===== src/rtl/rtch_pkg.sv =====
`default_nettype none
package rtch_pkg;
  localparam int COORD_BITS_DEF = 20;
  localparam int FRAC_BITS = 10;
  localparam int BARY_BITS = 17;
  localparam int TEX_BITS = 16;
  localparam int NORM_BITS = 48;
  localparam int MAT_BITS = 8;
  localparam int EPS_BITS = 16;
  localparam int CFG_ADDR_BITS = 6;
  localparam logic [CFG_ADDR_BITS-1:0] REG_ORIGIN = 6'd0;
  localparam logic [CFG_ADDR_BITS-1:0] REG_DIR = 6'd8;
  localparam logic [CFG_ADDR_BITS-1:0] REG_MIN = 6'd16;
  localparam logic [CFG_ADDR_BITS-1:0] REG_MAX = 6'd24;
  localparam logic [CFG_ADDR_BITS-1:0] REG_EPS = 6'd32;
  localparam logic [EPS_BITS-1:0] EPS_RESET = 16'd107;

  typedef enum logic [2:0] {
    ST_IDLE,
    ST_SETUP,
    ST_DIVIDE,
    ST_COMMIT,
    ST_OUT
  } rtch_state_t;

  typedef struct packed {
    logic load;
    logic start_div;
    logic commit;
    logic open_query;
    logic emit;
  } rtch_cmd_t;

  typedef struct packed {
    logic div_done;
    logic last;
  } rtch_sts_t;
endpackage
`default_nettype wire


===== src/rtl/rtch_ctrl.sv =====
`default_nettype none
module rtch_ctrl (
  input  wire logic              clk,
  input  wire logic              rst_n,
  input  wire logic              in_fire,
  input  wire logic              out_fire,
  input  wire rtch_pkg::rtch_sts_t sts,
  output rtch_pkg::rtch_cmd_t    cmd,
  output logic                   in_rdy,
  output logic                   out_vld
);
  import rtch_pkg::*;
  rtch_state_t state_r, state_nxt;
  logic open_r, open_nxt;

  always_ff @(posedge clk) begin
    if (!rst_n) begin
      state_r <= ST_IDLE;
      open_r <= 1'b0;
    end else begin
      state_r <= state_nxt;
      open_r <= open_nxt;
    end
  end

  always_comb begin
    state_nxt = state_r;
    open_nxt = open_r;
    cmd = '0;
    in_rdy = 1'b0;
    out_vld = 1'b0;
    unique case (state_r)
      ST_IDLE: begin
        in_rdy = 1'b1;
        if (in_fire) begin
          cmd.load = 1'b1;
          cmd.open_query = !open_r;
          open_nxt = 1'b1;
          state_nxt = ST_SETUP;
        end
      end
      ST_SETUP: begin
        cmd.start_div = 1'b1;
        state_nxt = ST_DIVIDE;
      end
      ST_DIVIDE: begin
        if (sts.div_done) state_nxt = ST_COMMIT;
      end
      ST_COMMIT: begin
        cmd.commit = 1'b1;
        if (sts.last) begin
          state_nxt = ST_OUT;
        end else begin
          state_nxt = ST_IDLE;
        end
      end
      ST_OUT: begin
        out_vld = 1'b1;
        cmd.emit = 1'b1;
        if (out_fire) begin
          open_nxt = 1'b0;
          state_nxt = ST_IDLE;
        end
      end
      default: state_nxt = ST_IDLE;
    endcase
  end

  assert property (@(posedge clk) disable iff (!rst_n) out_vld |-> !in_rdy)
    else $error("input taken while result pending");
  assert property (@(posedge clk) disable iff (!rst_n) in_fire |=> state_r == ST_SETUP)
    else $error("item not started");
  assert property (@(posedge clk) disable iff (!rst_n)
    (state_r == ST_OUT && out_fire) |=> !open_r)
    else $error("query not closed");
endmodule
`default_nettype wire


===== config.mk =====
export PLATFORM = sky130hd
export DESIGN_NAME = rtch_ctrl
export DESIGN_NICKNAME = d
export VERILOG_FILES = /design/src/rtl/rtch_pkg.sv /design/src/rtl/rtch_ctrl.sv
export SDC_FILE = /design/constraint.sdc
export NUM_CORES = 1
export LEC_CHECK = 0
export BUFFER_PORTS_ARGS = -buffer_cell sky130_fd_sc_hd__clkbuf_2
export CORE_AREA = 2 2 39 41
export DETAILED_ROUTE_END_ITERATION = 10
export DIE_AREA = 0 0 41 43
export HOLD_SLACK_MARGIN = 0.12
export REMOVE_ABC_BUFFERS = 1
export SKIP_LAST_GASP = 1
export SYNTH_ARGS = -nofsm -noshare
export SYNTH_HDL_FRONTEND = slang
export SYNTH_SLANG_ARGS = --single-unit

===== constraint.sdc =====
create_clock -name clk -period 1.96 [get_ports clk]
set_clock_uncertainty 0.15 [all_clocks]
set_input_delay 0.49 -clock clk [delete_from_list [all_inputs] [get_ports clk]]
set_output_delay 0.49 -clock clk [all_outputs]
set_load 0.02 [all_outputs]

==> results of run 1 <==
[how the worst min path moves through the flow]
stage                           from          to  slack [ps]  cells after the start
after global placement        open_r      open_r         430                      3
after CTS                      rst_n      open_r         340                      2
after detailed placement      open_r      open_r         420                      3
final                          rst_n      open_r         350                      2
after floorplan           state_r[2]  state_r[1]         400                      1
after global routing           rst_n      open_r         360                      2
[cells by family after synthesis]
logic type / Yosys count / share of synthesized area, %
and+or+nand+nor: 15 / 34.91
xor gates and xnor gates: 1 / 3.302
AOI/OAI and AO/OA: 5 / 13.68
DFF: 4 / 30.19
buffers and inverters: 5 / 14.15
muxes: 1 / 3.774
[layer usage]
| layer | up-vias | part of all wire [%] | global-route usage [%] |
|---|---|---|---|
| met1 | 102 | 41 | 8.626 |
| met5 | - | 0 | 0 |
| met4 | 0 | 0 | 10.00 |
| li1 | 131 | - | - |
| met2 | 6 | 51 | 10.00 |
| met3 | 0 | 7.4 | 1.571 |
[placed cells by master, fill, tap and decap left out, drive strengths merged]
cell type / n
dfxtp: 4
a311oi: 1
o21ai: 1
a32oi: 1
mux2i: 1
nor2: 2
clkbuf: 15
nor3b: 1
and3: 2
xnor2: 1
or2b: 1
inv: 2
nand2b: 2
o21a: 1
and2: 3
nand2: 1
nor2b: 1
a31oi: 1
nor3: 2
[layout make-up]
class	instances	area share, %
clock buffer	3	6.667
inverter	2	2.222
multi-input combinational	22	43.70
sequential	4	23.70
tap	16	5.926
timing repair buffer	12	17.78
[metrics by stage]
step | hold slack [ps] | util (%) | area, µm²
global placement | 427.2 | 22.78 | 315.3
floorplan | 402.7 | - | 235.2
detailed placement | 423.0 | 22.78 | 315.3
global route | 361.9 | 24.41 | 337.8
finish | 348.9 | 24.41 | 337.8
CTS | 341.8 | 24.41 | 337.8
[state kept, by name, indices dropped and copies added (netlist names)]
signal   cells
state_r      3
open_r       1
[power groups by stage]
| stage | logic (mW) | registers (mW) | clock network [mW] |
|---|---|---|---|
| finish | 0.155 | 0.123 | 0.0976 |
| detailed placement | 0.158 | 0.124 | 0 |
| CTS | 0.159 | 0.122 | 0.105 |
| global route | 0.172 | 0.127 | 0.108 |
| floorplan | 0.112 | 0.119 | 0 |
| global placement | 0.159 | 0.123 | 0 |
[worst max-delay path: cells and delay by family (launching register included)]
family	cells	cell delay [ps]
buffers and inverters	1	170
flip-flops	1	370
AND/OR/NAND/NOR	2	440
==> summary.txt, run 1 <==
Clock network
  • Clock root buffer: clkbuf_4
  • Worst-skew pair later-pin latency: 230 ps
  • Clk pin slew, worst setup/hold paths: 30 ps
  • Inserted Clock Buffers: 3
  • Hold_buf cts: 0
  • Post-CTS repair timing setup buffer count: 0
  • Maximum buffer depth of the clock tree: 2
  • Quantity of gates resized following cts: 0
  • Clock tree from TritonCTS: done
  • CTS H-Tree Depth: 1
  • Total clock sinks: 4

Route
  • Drt pass-1 iters: 2
  • Post-detailed-routing wire length: 515 µm
  • Vias after detailed routing: 239
  • DRC Markers: 0
  • Via/cell ratio: 4.051
  • Starting DRC count in detailed routing: 3
  • Detailed-route wire length per cell: 8.729 µm
  • Post-detailed-route count of antenna-violating nets: 0

Power and ir drop
  • NetSw: 143.2 µW
  • Total power consumption of the routed design: 375.4 µW
  • Combinational Power Share: 41.3%
  • Switching share of power: 38.14%
  • Cell internal pwr: 232.2 µW
  • Peak VDD IR: 0.3065 mV
  • Leakage power figure: 0.1601 nW
  • Portion of total power attributed to the clock network: 26.0%
  • Relative contribution of sequential cells to total power: 32.7%
  • Power per unit of standard cell area: 1111 mW/mm²

Synthesis
  • Number of synthesized register bits: 4
  • Cell count after synthesis: 31
  • Count of flip-flops with a built-in enable after synthesis: 0
  • Area fraction of the dominant cell type after synthesis: 30.19%
  • Sequential share of the synthesized area: 30.19%
  • Cell type with the largest total area after synthesis: dfxtp_1
  • Proportion of synthesized flip-flops having asynchronous set or reset: 0%
  • Synth top area cells: dfxtp_1, buf_6, and2_1, and3_1, nand2b_1
  • Count of different cell masters after synthesis: 22
  • Mapped Avg Cell Area: 8.557 µm²
  • Synthesis warning total: 0
  • Synth Cell Area: 265.3 µm²
  • Most frequent cell after synthesis: dfxtp_1
  • Top_reg_cell synth: dfxtp_1

STA
  • Unrepaired setup endpoints after global routing: no
  • Final critical-path share of the clock period: 94.28%
  • Fin Setup TNS: 0 ps
  • Final Hold Violating Endpoints: 0
  • Fin worst setup slack: 112.2 ps
  • Achievable clock frequency: 541.2 MHz
  • Max-slew headroom: 81.74%
  • Slew at the pin closest to its max-slew limit: 273.5 ps
  • Final setup viols: 0
  • Final-report max-slew violation count: 0
  • Min cycle time layout: 1848 ps

Worst setup path
  • Required time worst endpoint: 1320 ps
  • Launch point of the worst reg-to-reg path: state_r[2]
  • Crit-path cells: nor3_2 > and2_1 > clkbuf_2
  • R2R cell count: 3
  • Register-to-Register Setup Slack: 660 ps
  • Worst setup path category: reg -> out
  • CP peak stage delay: 370 ps
  • Worst setup startpoint: state_r[1]
  • Worst Path Arrival: 1210 ps
  • Maximum fanout along the worst path: 8
  • Slowest CP cell: dfxtp_1
  • CP Capture Type: primary output
  • Critical path destination: cmd[4]
  • Endpoint of the lowest-slack register-to-register path: state_r[2]
  • Crit path launch type: register

Placed design
  • Detail Placement HPWL: 435.6 µm
  • Placed Instances: 56
  • Final GP Congestion: 0.6906
  • Port Buffer Count: 12
  • Minimum setup slack after placement: 348.4 ps

Finish
  • Layout overhead on the synthesized area: 27.36%
  • Multi-input gate area in the final layout: 147.6 µm²
  • Cell Count, Final, Fillers Out: 59
  • Footprint of the flip-flops and latches: 80.08 µm²
  • Fillcell total: 167
  • Total inserted antenna cells: 0
  • Post-layout nets: 51
  • Share of layout cells above drive strength 1: 39.53%

Global routing
  • Vias in the first global route: 237
  • Pin count of the biggest net entering global routing: 9
  • First-pass GRT wire length: 862 µm
  • Global router's overall resource usage: 7.715%
  • Total congestion overflow after global routing: 0
  • Initial antenna violation count: 0

Die
  • Chip width: 41 µm
  • Placeable Area: 0.001384 mm²
  • Row count: 14
  • I/O pin total: 13
  • Starting utilization of the core area: 19.17%
  • Height of the die: 43 µm
  • Area of the die: 0.001763 mm²

Flow run
  • Number of maximum-capacitance violations: 0

Hold path
  • Hold Path Class: in -> reg

Outcome
  • Result of the run: completed
Note: power is estimated with default switching activity, not from simulation.
==> inputs of run 2 (changes only) <==
clock period = 2.27 ns   (was 1.96 ns; I/O delays follow)
==> run 2 against run 1 <==
  * Global-route usage increased by 0.72 points
  * Largest power group unchanged
  * Count of clock-buffer cells in the layout unchanged
  * Register-to-register slack improved by 250 ps
  * Critical endpoint unchanged
  * Routed wire length increased by 2.1%
  * Flip-flop and latch count unchanged
==> summary.txt, run 2 (synthesis gave the netlist of run 1 again) <==
Flow run
  • Number of maximum-capacitance violations: 0 (unchanged)

Clock network
  • Quantity of gates resized following cts: 0 (unchanged)
  • Total clock sinks: 4 (unchanged)
  • Inserted Clock Buffers: 3 (unchanged)
  • Clock root buffer: clkbuf_4 (unchanged)
  • Worst-skew pair later-pin latency: 230 ps (about the same)
  • Maximum buffer depth of the clock tree: 2 (unchanged)
  • Clock tree from TritonCTS: done (unchanged)
  • Clk pin slew, worst setup/hold paths: 40 ps (was 30 ps)
  • CTS H-Tree Depth: 1 (unchanged)
  • Hold_buf cts: 0 (unchanged)
  • Post-CTS repair timing setup buffer count: 0 (unchanged)

Die
  • I/O pin total: 13 (unchanged)
  • Starting utilization of the core area: 19.17% (unchanged)
  • Chip width: 41 µm (unchanged)
  • Height of the die: 43 µm (unchanged)
  • Area of the die: 0.001763 mm² (unchanged)
  • Placeable Area: 0.001384 mm² (unchanged)
  • Row count: 14 (unchanged)

Worst setup path
  • Endpoint of the lowest-slack register-to-register path: state_r[2] (unchanged)
  • CP Capture Type: primary output (unchanged)
  • Crit path launch type: register (unchanged)
  • Worst Path Arrival: 1200 ps (was 1210 ps)
  • Worst setup path category: reg -> out (unchanged)
  • Launch point of the worst reg-to-reg path: state_r[2] (unchanged)
  • Register-to-Register Setup Slack: 910 ps (was 660 ps)
  • R2R cell count: 3 (unchanged)
  • Maximum fanout along the worst path: 8 (unchanged)
  • Required time worst endpoint: 1550 ps (was 1320 ps)

Route
  • Via/cell ratio: 4.322 (was 4.051)
  • Post-detailed-route count of antenna-violating nets: 0 (unchanged)
  • Detailed-route wire length per cell: 8.915 µm (was 8.729 µm)
  • Drt pass-1 iters: 3 (was 2)
  • Starting DRC count in detailed routing: 4 (was 3)
  • Post-detailed-routing wire length: 526 µm (was 515 µm)
  • Vias after detailed routing: 255 (was 239)
  • DRC Markers: 0 (unchanged)

Hold path
  • Start point of the worst hold path: rst_n (unchanged)
  • Hold Path Class: in -> reg (unchanged)
  • Worst hold endpoint: open_r (unchanged)
  • Instance count along the most critical hold path: 2 (unchanged)

STA
  • Final-report max-slew violation count: 0 (unchanged)
  • Slew at the pin closest to its max-slew limit: 279.9 ps (was 273.5 ps)
  • Final critical-path share of the clock period: 84.42%
  • Min cycle time layout: 1916 ps
  • Achievable clock frequency: 521.8 MHz
  • Unrepaired setup endpoints after global routing: no (unchanged)
  • Fin Setup TNS: 0 ps (unchanged)
  • Final Hold Violating Endpoints: 0 (unchanged)
  • Max-slew headroom: 81.31% (was 81.74%)
  • Final setup viols: 0 (unchanged)

Finish
  • Post-layout nets: 51 (unchanged)
  • Leading cell type in the layout, fill and taps excluded: clkbuf_2 (unchanged)
  • Flip-flop count of the largest register after layout: 3 (unchanged)
  • Multi-input gate area in the final layout: 147.6 µm² (unchanged)
  • Share of layout cells above drive strength 1: 39.53% (unchanged)
  • Fillcell total: 157 (was 167)
  • Total inserted antenna cells: 0 (unchanged)
  • Register containing the most flip-flops in the final layout: state_r (unchanged)
  • Registers with the most flip-flops: state_r: 3 flops, open_r: 1 flops (unchanged)
  • Footprint of the flip-flops and latches: 80.08 µm² (unchanged)
  • Layout overhead on the synthesized area: 27.36% (unchanged)
  • Commonest cells after routing, fill and taps aside: clkbuf_2, dfxtp_1, clkbuf_4 (unchanged)

Global routing
  • Initial antenna violation count: 0 (unchanged)
  • First-pass GRT wire length: 945 µm (was 862 µm)
  • Global router's overall resource usage: 8.434% (was 7.715%)
  • Total congestion overflow after global routing: 0 (unchanged)
  • Pin count of the biggest net entering global routing: 9 (unchanged)
  • Vias in the first global route: 240 (was 237)

Power and ir drop
  • Power per unit of standard cell area: 957.7 mW/mm² (was 1111 mW/mm²)
  • Peak VDD IR: 0.2762 mV (was 0.3065 mV)
  • Leakage power figure: 0.1601 nW (unchanged)
  • Total power consumption of the routed design: 323.5 µW (was 375.4 µW)

Placed design
  • Detail Placement HPWL: 437.2 µm (was 435.6 µm)
  • Port Buffer Count: 12 (unchanged)
  • Final GP Congestion: 0.6738 (was 0.6906)

Outcome
  • Result of the run: completed (unchanged)
==> run 2: final cells by class <==
class | count | area share (%)
Multi-Input combinational cell | 22 | 43.70
Sequential cell | 4 | 23.70
Timing Repair Buffer | 12 | 17.78
Clock buffer | 3 | 6.667
Tap cell | 16 | 5.926
Inverter | 2 | 2.222
==> run 2: worst max-delay path by stage <==
| stage | startpoint | to | slack [ps] |
|---|---|---|---|
| 2_1_floorplan | state_r[1] | cmd[1] | 470 |
| 4_1_cts | state_r[1] | cmd[4] | 350 |
| 6_report | state_r[1] | cmd[4] | 350 |
| 3_3_place_gp | in_fire | cmd[1] | 580 |
| 5_1_grt | state_r[1] | cmd[1] | 230 |
| 3_5_place_dp | in_fire | cmd[4] | 580 |
==> run 2: through the flow <==
stage / hold slack (ps) / setup slack [ps] / area, µm² / std cells / util (%)
floorplan: 402.7 / 471.4 / 235.2 / 28 / -
global placement: 441.7 / 583.2 / 315.3 / 56 / 22.78
detailed placement: 426.7 / 581.0 / 315.3 / 56 / 22.78
CTS: 427.4 / 347.3 / 337.8 / 59 / 24.41
global route: 430.7 / 228.0 / 337.8 / 59 / 24.41
finish: 426.6 / 353.7 / 337.8 / 59 / 24.41
==> run 2: layer usage <==
metal,GRT usage [%],up-vias,part of all wire [%]
li1,-,132,-
met1,9.003,117,41
met2,10.94,6,52
met3,4.712,0,6.7
met4,8.000,0,0
met5,0,-,0
==> run 2: power breakdown <==
group	internal (mW)	switching [mW]
Combinational	0.0572	0.0760
Clock	0.0588	0.0250
Sequential	0.0845	0.0221
==> run 2: worst max-delay path: stages, from the launching register on <==
cell	delay [ps]
dfxtp_1	370
nor3_2	250
and2_1	180
clkbuf_2	170
